[config.mk]
export PLATFORM = sky130hd
export DESIGN_NAME = swmv_div
export DESIGN_NICKNAME = d
export VERILOG_FILES = /design/src/hdl/swmv_div.sv
export SDC_FILE = /design/constraint.sdc
export NUM_CORES = 1
export LEC_CHECK = 0
export ABC_AREA = 1
export BUFFER_PORTS_ARGS = -buffer_cell sky130_fd_sc_hd__buf_2
export CAP_MARGIN = 20
export CORE_MARGIN = 1.5
export CORE_UTILIZATION = 53
export CTS_CLUSTER_DIAMETER = 60
export DETAILED_ROUTE_END_ITERATION = 6
export HOLD_SLACK_MARGIN = 0.15
export PLACE_DENSITY_LB_ADDON = 0.12
export REMOVE_ABC_BUFFERS = 1
export SYNTH_ARGS = -nofsm -noshare
export SYNTH_HDL_FRONTEND = slang
export SYNTH_SLANG_ARGS = --single-unit
export TNS_END_PERCENT = 10
[constraint.sdc]
create_clock -name clk -period 3.28 [get_ports clk]
set_clock_uncertainty 0.1 [all_clocks]
set_input_delay 0.164 -clock clk [delete_from_list [all_inputs] [get_ports clk]]
set_output_delay 0.164 -clock clk [all_outputs]
set_load 0.01 [all_outputs]
[src/hdl/swmv_div.sv]
// Restoring divider, one quotient bit per cycle.
`timescale 1ns / 1ps

module swmv_div #(
  parameter int N_W = 64,
  parameter int D_W = 18
) (
  input  logic           clk,
  input  logic           rst_n,
  input  logic           start,
  input  logic [N_W-1:0] num,
  input  logic [D_W-1:0] den,
  output logic           busy,
  output logic [N_W-1:0] quo
);

  localparam int CNT_W = $clog2(N_W + 1);

  logic             busy_r;
  logic [CNT_W-1:0] cnt_r;
  logic [N_W-1:0]   n_r;
  logic [D_W-1:0]   rem_r;
  logic [D_W-1:0]   d_r;

  logic [D_W:0]     rem_sh;
  logic [D_W:0]     diff;
  logic             ge;

  assign rem_sh = {rem_r, n_r[N_W-1]};
  assign diff   = rem_sh - {1'b0, d_r};
  assign ge     = rem_sh >= {1'b0, d_r};

  always_ff @(posedge clk) begin
    if (!rst_n) begin
      busy_r <= 1'b0;
      cnt_r  <= '0;
    end else if (start) begin
      busy_r <= 1'b1;
      cnt_r  <= CNT_W'(N_W);
    end else if (busy_r) begin
      cnt_r <= cnt_r - 1'b1;
      if (cnt_r == CNT_W'(1)) begin
        busy_r <= 1'b0;
      end
    end
  end

  // Shift the dividend out the top while quotient bits enter at the bottom.
  always_ff @(posedge clk) begin
    if (start) begin
      n_r   <= num;
      rem_r <= '0;
      d_r   <= den;
    end else if (busy_r) begin
      rem_r <= ge ? diff[D_W-1:0] : rem_sh[D_W-1:0];
      n_r   <= {n_r[N_W-2:0], ge};
    end
  end

  assign busy = busy_r;
  assign quo  = n_r;

endmodule

==> out/metrics.csv <==
metric;value;unit
ys_ff_latch;108;
grt_pass1_vias;5293;
cts_max_path_buffers;2;
ant_nets;0;
numCtsBuffers;9;
track_usage;27.4;%
final-hold-violation-count;0;
synth_top_family_by_area;simple AND/OR/NAND/NOR gates;
startpoint;quo[63];
tritoncts;built;
die_w;106;µm
antenna_cells;0;
root_buffer;clkbuf_8;
place.gp.congestion;0.913;
hpwlAfterDp;9330;µm
synth-main-ff-cell;edfxtp_1;
multi_input_area;0.00227;mm²
drc_errors;0;
synth_area;0.00564;mm²
p_total;0.00312;W
clk_latency;370;ps
setup_viol;0;
start_kind;flop;
setup_tns;0;ps
synth_cells;679;
drv_cap;0;
power_leakage;3.81;nW
period_share;70.8;%
grt_max_degree;60;
num_rows;37;
arrival;2500;ps
async_flop_share;0;%
seq_area_frac_synth;52.9;%
coreArea;0.0103;mm²
routed-via-count;5272;
area_delta_synth_final;33.5;%
drt_wl_total;15000;µm
ys.warnings.count;0;
regArea;0.00298;mm²
fill_cells;787;
htreeDepth;3;
drt_iter0_drc;330;
period_needed;2320;ps
path_max_fanout;3;
grt_first_pass_wirelength;24400;µm
cts.repair.resized;0;
hold_start;start;
clock_sinks;108;
synth_xor_area_share;1.71;%
worst_pin_slew;836;ps
avgSynthCellArea;8.30;µm²
grt_setup_unrepaired;false;
initial_core_util;54.6;%
pre_cts_slack;1020;ps
wire_per_inst;14.3;µm
p_per_area;415;mW/mm²
synth_mux_area_share;0;%
slew-limit-headroom;44.2;%
grt-ovfl-total;0;
synth_edf_count;82;
numPortBuffers;149;
ios;150;
max_freq;430;MHz
worstPathRequired;3450;ps
drive_above_1_share;20.2;%
yosys.area_share.simple;30.5;%
status;completed;
peakVddDrop;0.000284;V
critPathCaptureType;flop;
synth_compound_area_share;3.31;%
viasPerCell;5.04;
yosys.area_share.adder;4.79;%
dieArea;0.0113;mm²
clk_pin_slew;100;ps
final_net_count;1012;
worstReg2RegStart;quo[63];
ys_types;36;
setup_ws;957;ps
dr.pass1.iters;5;
path_class;reg2reg;
min_path_type;in2reg;
drv_slew;0;
die_h;106;µm
grt_antenna_before_repair;0;
[what timing repair did]
action,4_1_cts,5_1_grt
hold buffers,83,0
setup buffers,0,0
hold endpoints to repair,90,0
setup endpoints to repair,0,0
[flip-flops by register name (all words and copies together), names as in the netlist]
name   count
quo       64
d_r       18
rem_r     18
cnt_r      7
busy       1
[worst max-delay path, cell delays in order, from the launching register on]
cell and delay (ps):
edfxtp_1 360, inv_1 70, ha_1 190, inv_1 120, fa_1 230, inv_1 50, nor2_1 150, nor2_1 90
o21bai_1 360, nand2_1 160, nand2_1 100, nand2_1 50, nand2_1 50, nand2_1 50, nand3_1 60, nand2_1 50
[path summary, 6_finish.rpt]
path | endpoint | slack, ps | cells past startpoint
max reg2reg | rem_r[14] | 960 | 15
min reg2reg | rem_r[15] | 370 | 2
max | rem_r[14] | 960 | 15
min | d_r[13] | 180 | 1
[metal layers]
metal | track usage [%] | wire (µm)
met1 | 33.0 | 6070
met4 | 9.94 | 312
met2 | 48.0 | 7550
met5 | 0 | 0
met3 | 5.95 | 1040
[cells in the final DEF, fill, tap and decap left out, types with 3 or more instances in the layout]
cell type      Yosys  routed
xnor2_1            8       8
o21ai_0           12      12
dlygate4sd3_1      0      83
nand3b_1          13      13
nand3_1           33      33
a21oi_1           15      15
dfxtp_1           26      26
xor2_1             3       3
buf_4              1       4
nand2_1          317     317
ha_1              20      20
buf_2              1     149
edfxtp_1          82      82
nor3_1             8       8
inv_1             69      68
nor2_1            29      29
clkbuf_8           1       9
nand2_2            5       5
[power breakdown]
group / internal [W] / switching, W / total [W]
sequential: 0.00160 / 0.0000618 / 0.00167
clock: 0.000433 / 0.000468 / 0.000901
combinational: 0.000248 / 0.000307 / 0.000555
[cell usage after synthesis, types with 2 or more instances]
cell type,instances,area share (%)
a21oi_1,15,1.3
o21bai_1,2,0.27
nand3_1,33,2.9
nand3b_1,13,1.7
xor2_1,3,0.47
o21ai_0,12,1.1
nand2_1,317,21
edfxtp_1,82,44
xnor2_1,8,1.2
inv_1,69,4.6
nor2_1,29,1.9
buf_1,5,0.33
dfxtp_1,26,9.2
ha_1,20,4.4
nand2_2,5,0.55
buf_6,2,0.40
clkbuf_1,10,0.67
nor3_1,8,0.71
nand3_2,2,0.36
nor2_2,2,0.22
[cells by family after synthesis]
group / after synthesis
and+or+nand+nor: 414
DFF: 108
buffers and inverters: 91
AOI/OAI and AO/OA: 34
adders and majority gates: 21
xor gates and xnor gates: 11
[through the flow]
step           utilization (%)  hold slack (ps)  area, µm²  instances
6_report                  72.9              177       7530       1047
5_1_grt                   72.9              177       7530       1047
4_1_cts                   72.9              162       7530       1047
3_5_place_dp              62.8              242       6480        948
3_3_place_gp              62.8              243       6480        948
2_1_floorplan                -              163       5520        658
[final cells by class]
cell class                 instances  share of cell area [%]
clock buffer                      10                    1.70
clock inverter                     6                    1.15
inverter                          70                    3.49
multi-input combinational        480                    30.2
sequential                       108                    39.6
tap                              136                    2.26
timing repair buffer             237                    21.6
(Power assumes the default switching activity.)
