**config.mk**
```make
export PLATFORM = sky130hd
export DESIGN_NAME = swmv_mul
export DESIGN_NICKNAME = d
export VERILOG_FILES = /design/src/hdl/swmv_mul.sv
export SDC_FILE = /design/constraint.sdc
export NUM_CORES = 1
export LEC_CHECK = 0
export BUFFER_PORTS_ARGS = -buffer_cell sky130_fd_sc_hd__buf_2
export CORE_MARGIN = 2
export CORE_UTILIZATION = 47
export DETAILED_ROUTE_END_ITERATION = 10
export HOLD_SLACK_MARGIN = 0.05
export PLACE_DENSITY = 0.74
export SLEW_MARGIN = 20
export SYNTH_ARGS = -nofsm -noshare
export SYNTH_HDL_FRONTEND = slang
export SYNTH_SLANG_ARGS = --single-unit
```
**constraint.sdc**
```tcl
create_clock -name clk -period 6.15 [get_ports clk]
set_clock_uncertainty 0.1 [all_clocks]
set_input_delay 0.3075 -clock clk [delete_from_list [all_inputs] [get_ports clk]]
set_output_delay 0.3075 -clock clk [all_outputs]
set_load 0.02 [all_outputs]
```
**src/hdl/swmv_mul.sv**
```systemverilog
// Bit-serial shift-add multiplier, one multiplier bit per cycle.
`timescale 1ns / 1ps

module swmv_mul #(
  parameter int A_W = 55,
  parameter int B_W = 24
) (
  input  logic               clk,
  input  logic               rst_n,
  input  logic               start,
  input  logic [A_W-1:0]     a,
  input  logic [B_W-1:0]     b,
  output logic               busy,
  output logic [A_W+B_W-1:0] prod
);

  localparam int P_W   = A_W + B_W;
  localparam int CNT_W = $clog2(B_W + 1);

  logic             busy_r;
  logic [CNT_W-1:0] cnt_r;
  logic [P_W-1:0]   a_r;
  logic [B_W-1:0]   b_r;
  logic [P_W-1:0]   p_r;

  always_ff @(posedge clk) begin
    if (!rst_n) begin
      busy_r <= 1'b0;
      cnt_r  <= '0;
    end else if (start) begin
      busy_r <= 1'b1;
      cnt_r  <= CNT_W'(B_W);
    end else if (busy_r) begin
      cnt_r <= cnt_r - 1'b1;
      if (cnt_r == CNT_W'(1)) begin
        busy_r <= 1'b0;
      end
    end
  end

  always_ff @(posedge clk) begin
    if (start) begin
      a_r <= P_W'(a);
      b_r <= b;
      p_r <= '0;
    end else if (busy_r) begin
      if (b_r[0]) begin
        p_r <= p_r + a_r;
      end
      a_r <= a_r << 1;
      b_r <= b_r >> 1;
    end
  end

  assign busy = busy_r;
  assign prod = p_r;

endmodule

```
==> results of run 1 <==
metal layers:
layer / track usage (%) / wire (µm) / vias to the layer above
met5: 0 / 0 / -
li1: - / - / 5046
met1: 31.3 / 13800 / 4908
met4: 7.02 / 629 / 0
met3: 3.96 / 2200 / 48
met2: 37.9 / 14400 / 342
per-stage QoR:
stage	utilization (%)	power [mW]
finish	53.9	3.33
global route	53.9	3.48
CTS	53.9	3.34
detailed placement	51.5	2.23
global placement	51.5	2.22
floorplan	-	2.04
cells in the mapped netlist, drive strengths merged, types with 3 or more instances:
cell type    n
nand2      182
a21oi      151
dfxtp      109
nor2        93
o21ai       89
ha          80
edfxtp      79
mux2        77
clkbuf      50
xnor2       45
a21o        36
nand4       36
inv         32
buf         28
xor2        26
mux2i       25
o21bai      20
nor3        18
o21a        17
nand3       13
a31oi       10
nand2b       8
nor4         8
a211oi       7
nor2b        7
o31ai        6
a31o         5
and2         5
and3         5
o211ai       5
or2          5
a221oi       4
a311oi       4
o2111ai      4
or3          4
a211o        3
a21boi       3
o221ai       3
flip-flops by register name, summed over array words and instances, names as in the netlist:
| signal | flops |
|---|---|
| cnt_r | 5 |
| busy | 1 |
| prod | 79 |
| b_r | 24 |
| a_r | 79 |
how the worst max path moves through the flow:
| stage | start | cells past startpoint | endpoint |
|---|---|---|---|
| after floorplan | busy$_SDFF_PN0_ | 4 | a_r[0]$_SDFFCE_PN0P_ |
| after global placement | a_r[27]$_DFFE_PP_ | 10 | prod[70]$_SDFFE_PP0P_ |
| after detailed placement | a_r[27]$_DFFE_PP_ | 10 | prod[70]$_SDFFE_PP0P_ |
| after CTS | a_r[27]$_DFFE_PP_ | 10 | prod[70]$_SDFFE_PP0P_ |
| after global routing | a_r[27]$_DFFE_PP_ | 10 | prod[70]$_SDFFE_PP0P_ |
| final | a_r[27]$_DFFE_PP_ | 10 | prod[70]$_SDFFE_PP0P_ |
where the power goes:
part	switching, mW	internal (mW)	total [mW]
registers	0.0582	1.40	1.46
logic	0.457	0.299	0.757
clock network	0.508	0.599	1.11
cell usage in the layout (no fill, tap or decap), types with 7 or more instances in the layout:
cell / netlist / routed
xnor2_1: 45 / 45
nand4_1: 36 / 36
edfxtp_1: 79 / 79
a21o_1: 36 / 36
o21ai_1: 8 / 8
mux2_2: 77 / 77
nand2_1: 182 / 181
xor2_1: 26 / 26
o21ai_0: 79 / 79
o21bai_1: 20 / 20
inv_1: 32 / 32
a31oi_1: 9 / 9
clkbuf_16: 0 / 17
nor2b_1: 7 / 7
nor4_1: 8 / 8
nand2b_1: 8 / 8
nor2_1: 93 / 92
nand3_1: 13 / 13
dfxtp_1: 109 / 108
ha_1: 80 / 80
mux2i_1: 25 / 25
o21a_1: 17 / 17
a211oi_1: 7 / 7
a21oi_1: 148 / 148
nor3_1: 16 / 16
buf_2: 18 / 160
worst max-delay path: cells and delay by family (launching register included):
kind	cells	cell delay (ps)
compound gates	4	950
simple gates	5	1930
flops	1	390
fa+ha+maj	1	480
cell families (layout without fill, tap and decap cells):
logic type,count (synthesis),count (layout),share of synthesized area [%]
flops,188,188,38.1
xor+xnor,71,71,5.20
simple gates,393,393,14.8
fa+ha+maj,81,81,8.53
mux,102,102,9.34
compound gates,384,384,20.3
buf+inv,110,234,3.70
timing repair:
| item | 4_1_cts | 5_1_grt |
|---|---|---|
| hold buffers | 3 | 0 |
| setup buffers | 0 | 0 |
| endpoints found under the hold margin | 5 | 0 |
layout make-up:
| class | count | area, µm² |
|---|---|---|
| flip-flops and latches | 188 | 4560 |
| repair buffers | 170 | 900 |
| clock buffers | 18 | 429 |
| well taps | 330 | 413 |
| multi-input cells | 1031 | 6980 |
| inverters | 32 | 120 |
| clock inverters | 14 | 143 |
| fillers | 2359 | 11600 |
==> summary.txt, run 1 <==
Status
  – Outcome: finished clean

Setup path
  – Crit Path Max Fanout: 8
  – Crit path capture type: flop
  – Worst Path Arrival: roughly 4200 ps
  – Worst EP required: ~6400 ps
  – Reg-to-Reg Start: a_r[27]$_DFFE_PP_
  – CP max stage delay: about 640 ps
  – Reg-to-reg endpoint: prod[70]$_SDFFE_PP0P_
  – Worst Setup Start Kind: flop
  – Crit Path Category: flop to flop
  – R2r setup slk: between 2000 and 2500 ps
  – CP cell instances: ha_1 > nand4_1 > or2_0 > nor4_1 > nor4bb_1 > o21ai_1 > and2_1 > o31ai_4 > a211oi_1 > a221o_1
  – R2R depth: 10
  – Crit path max-delay cell type: nor4bb_1

GRT
  – Initial antenna violation count: 0
  – All-Layer GR Usage: a little under a quarter
  – Pin count of the biggest net entering global routing: around 100
  – First-pass GRT wire length: ~50,000 µm
  – Overflow after GRT: 0
  – Vias in the first global route: 9,793

Cells and area
  – Final Instance Count excl. Fillers: ~1,800
  – Area delta synth->final: 13.2%
  – Final Instance Area: 13,500 µm²
  – Layout cells sized above 1: a little over a fifth
  – Final net count: 1,603
  – Ant diodes: 0

Route
  – Drt initial violations: between 800 and 900
  – Vias: between 10,000 and 15,000
  – Total iterations of the first detailed-routing run: 5
  – Vias per cell: 5.80
  – WL final: approximately 31,000 µm
  – Post-route ant nets: 0
  – WL per Instance: about 17 µm
  – Drc violations: 0

Synth
  – Share of flip-flops with an asynchronous set or reset: 0%
  – Yosys cell types: 73
  – Syn_nets: approximately 1,500
  – Synth top area share: between 10% and 20%
  – Synth area leaders: edfxtp_1 20%, dfxtp_1 18%, ha_1 8.4%
  – Syn Inst Count: 1,329
  – Number of flops mapped to enable cells by yosys: between 70 and 80
  – Syn avg cell area: 9.00 µm²
  – Area leader, netlist: edfxtp_1
  – Syn Std Cell Area: around 12,000 µm²
  – Seq cells post-synth: between 150 and 200
  – Yosys warning count: 0
  – Top_reg_cell synth: dfxtp_1
  – Seq/Total Area, Yosys: 38.1%

STA
  – RSZ-0062 raised after global routing: no
  – Final setup fails: 0
  – Fin. max-slew vios: 0
  – Post-layout min period: just under 4000 ps
  – Final worst setup slack: 2190 ps
  – Setup TNS Final: 0 ps
  – Period utilization: between 60% and 70%
  – Slew @ Worst Pin: 964 ps
  – Final hold vios: 0
  – Worst slew margin: 35.6%
  – Peak Freq: 0.253 GHz
  – Worst hold slack: between 60 and 70 ps

Clock network
  – CTS tree: built
  – Clk slew on worst S/H paths: 70 ps
  – Htree depth: 4
  – CTS root buffer: clkbuf_16
  – Total CTS buffers: 17
  – Worst skew pair latency: roughly 440 ps
  – # resized after CTS: 0
  – CTS sink cnt: 188
  – Clk buf depth: 2

Hold path
  – Hold Path End: b_r[20]$_DFFE_PP_
  – Worst hold-check path type: input pin to flop
  – Worst hold start: b[20]
  – Hold path depth: 2

Place
  – DP Area: ~13,000 µm²
  – Place WS: 2330 ps
  – Final GP Congestion: 0.992
  – Final HPWL DP: ~23,000 µm
  – DP Cell Count: 1,747
  – PortBufs: about 160

Run
  – Max_cap viols: 0

Floorplan
  – IO Pins: ~160
  – Initial Util: between 40 and 50%
  – Die area: around 27,000 µm²
  – Rows: 58
  – Chip width: 164 µm
  – Core Region: around 25,000 µm²
  – Die Y: approximately 160 µm

Pwr
  – PD cells: roughly 250 nW/µm²
  – VDD IR max: 0.148 mV
  – Pleak: between 5 and 6 nW
(Power assumes the default switching activity.)
==> inputs of run 2 (changes only) <==
--- a/config.mk
+++ b/config.mk
@@ -5,12 +5,13 @@
 export SDC_FILE = /design/constraint.sdc
 export NUM_CORES = 1
 export LEC_CHECK = 0
+export ABC_AREA = 1
 export BUFFER_PORTS_ARGS = -buffer_cell sky130_fd_sc_hd__buf_2
 export CORE_MARGIN = 2
 export CORE_UTILIZATION = 47
 export DETAILED_ROUTE_END_ITERATION = 10
 export HOLD_SLACK_MARGIN = 0.05
-export PLACE_DENSITY = 0.74
+export PLACE_DENSITY = 0.76
 export SLEW_MARGIN = 20
 export SYNTH_ARGS = -nofsm -noshare
 export SYNTH_HDL_FRONTEND = slang
==> constraint.sdc (replaced) <==
create_clock -name clk -period 3.22 [get_ports clk]
set_clock_uncertainty 0.1 [all_clocks]
set_input_delay 0.161 -clock clk [delete_from_list [all_inputs] [get_ports clk]]
set_output_delay 0.161 -clock clk [all_outputs]
set_load 0.02 [all_outputs]
==> run 2 against run 1 <==
Effect of this change:
- wire length rose by 62%
- worst hold slack improved by 320 ps
- count of clock-buffer cells in the layout decreased by 1
- via count up 48%
- global-route usage rose by 8.4 points
- critical endpoint is now prod[52]$_SDFFE_PP0P_
- critical path depth up 5
- setup slack lost 1700 ps
- final cell count grew 69%
- sequential share of layout area decreased by 7.0 points
- first-iteration DRC count rose by 49%
==> summary.txt, run 2 <==
Setup path
  – R2r setup slk: around 480 ps
  – Crit Path Max Fanout: 3
  – Worst Setup Start Kind: flop
  – Buf/Inv on CP: 3
  – Worst Path Arrival: between 3000 and 4000 ps
  – Reg-to-Reg Start: prod[0]$_SDFFE_PP0P_
  – Crit path capture type: flop
  – CP max stage delay: between 400 and 500 ps
  – CP cell instances: ha_1 > inv_1 > fa_1 > inv_1 > nand3_1 > nand2_2 > nand4_1 > nand3_1 > nand2_1 > nand2_1 > nand2_1 > nand3_1 > nand3_1 > nand2_1 > inv_1
  – Delay-heaviest family, CP: simple AND/OR/NAND/NOR gates
  – Reg-to-reg endpoint: prod[52]$_SDFFE_PP0P_
  – Crit path max-delay cell type: fa_1
  – Crit Path Category: flop to flop
  – Worst EP required: roughly 3500 ps
  – CP Depth: 15
  – R2R depth: 15

Clock network
  – Clk slew on worst S/H paths: 80 ps
  – # resized after CTS: 0
  – Postcts setup bufs: 0
  – Htree depth: 4
  – CTS root buffer: clkbuf_16
  – Total CTS buffers: 17
  – CTS sink cnt: ~190
  – Clk buf depth: 2
  – Worst skew pair latency: approximately 470 ps
  – CTS tree: built

Place
  – Final HPWL DP: 38,300 µm
  – DP Area: ~16,000 µm²
  – PortBufs: 161
  – Final GP Congestion: between 1 and 1.5

Pwr
  – Combinational fraction of design power: between 20% and 30%
  – Register share of total power: about two fifths
  – PD cells: 427 nW/µm²
  – P_int: 4.56 mW
  – Clk pwr share: between 30% and 40%
  – VDD IR max: approximately 0.4 mV
  – Sw Pwr: ~2.7 mW
  – Pleak: 9.46 nW
  – Switch share: between 30% and 40%

Synth
  – Syn Std Cell Area: 14,400 µm²
  – Synth area leaders: nand2_1 22%, edfxtp_1 16%, dfxtp_1 15%
  – Most frequent cell after synthesis: nand2_1
  – Yosys warning count: 0
  – Syn avg cell area: just over 6 µm²
  – Number of flops mapped to enable cells by yosys: between 70 and 80
  – Syn Inst Count: around 2,400
  – Area leader, netlist: nand2_1
  – Seq/Total Area, Yosys: between 30% and 40%
  – Syn_nets: about 2,500
  – Yosys cell types: 34
  – Seq cells post-synth: between 150 and 200
  – Share of flip-flops with an asynchronous set or reset: 0%
  – Synth top area share: ~22%
  – Synth cell count leaders: 852 x nand2_1, 394 x inv_1, 352 x nor2_1, 109 x dfxtp_1, 105 x o21ai_0
  – Top_reg_cell synth: dfxtp_1

STA
  – RSZ-0062 raised after global routing: no
  – Setup TNS Final: 0 ps
  – Final setup fails: 0
  – Slew @ Worst Pin: ~900 ps
  – Fin. max-slew vios: 0
  – Worst slew margin: a little over two fifths
  – Final hold vios: 0
  – Period utilization: 85.2%
  – Peak Freq: 0.364 GHz
  – Post-layout min period: about 2700 ps

Hold path
  – Worst hold start: cnt_r[3]$_SDFFE_PN0P_
  – Hold Path End: cnt_r[3]$_SDFFE_PN0P_
  – Worst hold-check path type: flop to flop
  – Hold path depth: 2

Floorplan
  – Die Y: 179 µm
  – Die area: between 30,000 and 40,000 µm²
  – Core Region: about 30,000 µm²
  – Initial Util: 47.4%
  – Rows: 64
  – IO Pins: about 160
  – Chip width: ~180 µm

Cells and area
  – Commonest non-fill, non-tap cells in the layout: 851 x nand2_1, 393 x inv_1, 352 x nor2_1
  – Final Instance Area: 17,100 µm²
  – Ant diodes: 0
  – Fillers: 3,025
  – Final net count: ~2,800
  – Multi-input logic area: ~8100 µm²
  – Register Area: 4550 µm²
  – Most common cell after layout, fill and taps aside: nand2_1
  – Area delta synth->final: 18.8%
  – Layout cells sized above 1: 11.2%

Status
  – Outcome: finished clean

Route
  – Drc violations: 0
  – WL per Instance: about 17 µm
  – Post-route ant nets: 0
  – Vias: between 15,000 and 20,000
  – Vias per cell: roughly 5
  – WL final: ~50,000 µm
  – Total iterations of the first detailed-routing run: 5
  – Drt initial violations: around 1,300

Run
  – Max_cap viols: 0

GRT
  – Pin count of the biggest net entering global routing: 119
  – All-Layer GR Usage: a little under a third
  – Vias in the first global route: 14,400
  – First-pass GRT wire length: ~77,000 µm
  – Overflow after GRT: 0
  – Initial antenna violation count: 1
## run 2: changes by cell type in the layout (fill, tap and decap cells not counted), sizes merged, moves of 25 or more
cell         before  now
nor2             93  381
mux2             77    0
nand3            13   85
a21oi           151   97
dlygate4sd3       3   81
mux2i            25    0
inv              35  409
xnor2            45    6
nand4            36    5
nand2           182  877
a21o             36    1
## run 2: metrics by stage
stage	setup slack [ps]	cells	utilization, %	hold WS [ps]	power (mW)
after detailed placement	512	2895	51.7	330	4.97
after global placement	537	2895	51.7	315	4.94
after floorplan	223	2369	-	170	4.28
final	475	3008	56.4	389	7.30
after global routing	306	3008	56.4	401	7.66
after CTS	489	3008	56.4	369	7.28
## run 2: worst register-to-register path: cells and delay by family (launching register included)
family                   cells  cell delay, ps
AND/OR/NAND/NOR             10            1350
adder cells (fa/ha/maj)      2             660
flip-flops                   1             370
buffers and inverters        3             190
## run 2: routing by layer
metal	GRT usage [%]	wire length [µm]	vias to the layer above
met4	8.98	1270	0
met1	42.9	22800	6993
li1	-	-	7692
met2	50.0	21900	575
met3	7.00	4290	74
met5	0	0	-
## run 2: cell families after synthesis
| group | Yosys count | synth area share [%] |
|---|---|---|
| AND/OR/NAND/NOR | 1373 | 38.3 |
| buffers and inverters | 457 | 11.9 |
| AO/OA/AOI/OAI | 224 | 8.21 |
| flip-flops | 188 | 31.6 |
| adder cells (fa/ha/maj) | 81 | 7.09 |
| XOR/XNOR | 46 | 2.80 |
## run 2: area by class of cell
cell class	count	area share (%)
timing repair buffer	261	10.5
tap	396	2.90
multi-input combinational	1724	47.5
inverter	407	8.94
sequential	188	26.6
clock inverter	15	1.02
clock buffer	17	2.49
## run 2: power by group through the flow
stage | Combinational (mW) | Clock, mW | Sequential (mW)
final | 2.15 | 2.25 | 2.90
after global routing | 2.38 | 2.35 | 2.92
after CTS | 2.11 | 2.27 | 2.90
after detailed placement | 2.02 | 0 | 2.95
after global placement | 2.00 | 0 | 2.94
after floorplan | 1.30 | 0 | 2.99
## run 2: how the worst max path moves through the flow
stage	start	end
after CTS	prod[0]$_SDFFE_PP0P_	prod[76]$_SDFFE_PP0P_
final	prod[0]$_SDFFE_PP0P_	prod[52]$_SDFFE_PP0P_
after detailed placement	prod[0]$_SDFFE_PP0P_	prod[76]$_SDFFE_PP0P_
after floorplan	busy$_SDFF_PN0_	a_r[0]$_SDFFCE_PN0P_
after global placement	prod[0]$_SDFFE_PP0P_	prod[76]$_SDFFE_PP0P_
after global routing	a_r[0]$_SDFFCE_PN0P_	prod[76]$_SDFFE_PP0P_
## run 2: what timing repair did
action / 4_1_cts / 5_1_grt
hold buffers: 81 / 0
endpoints found under the hold margin: 85 / 0
endpoints found under the setup margin: 0 / 0
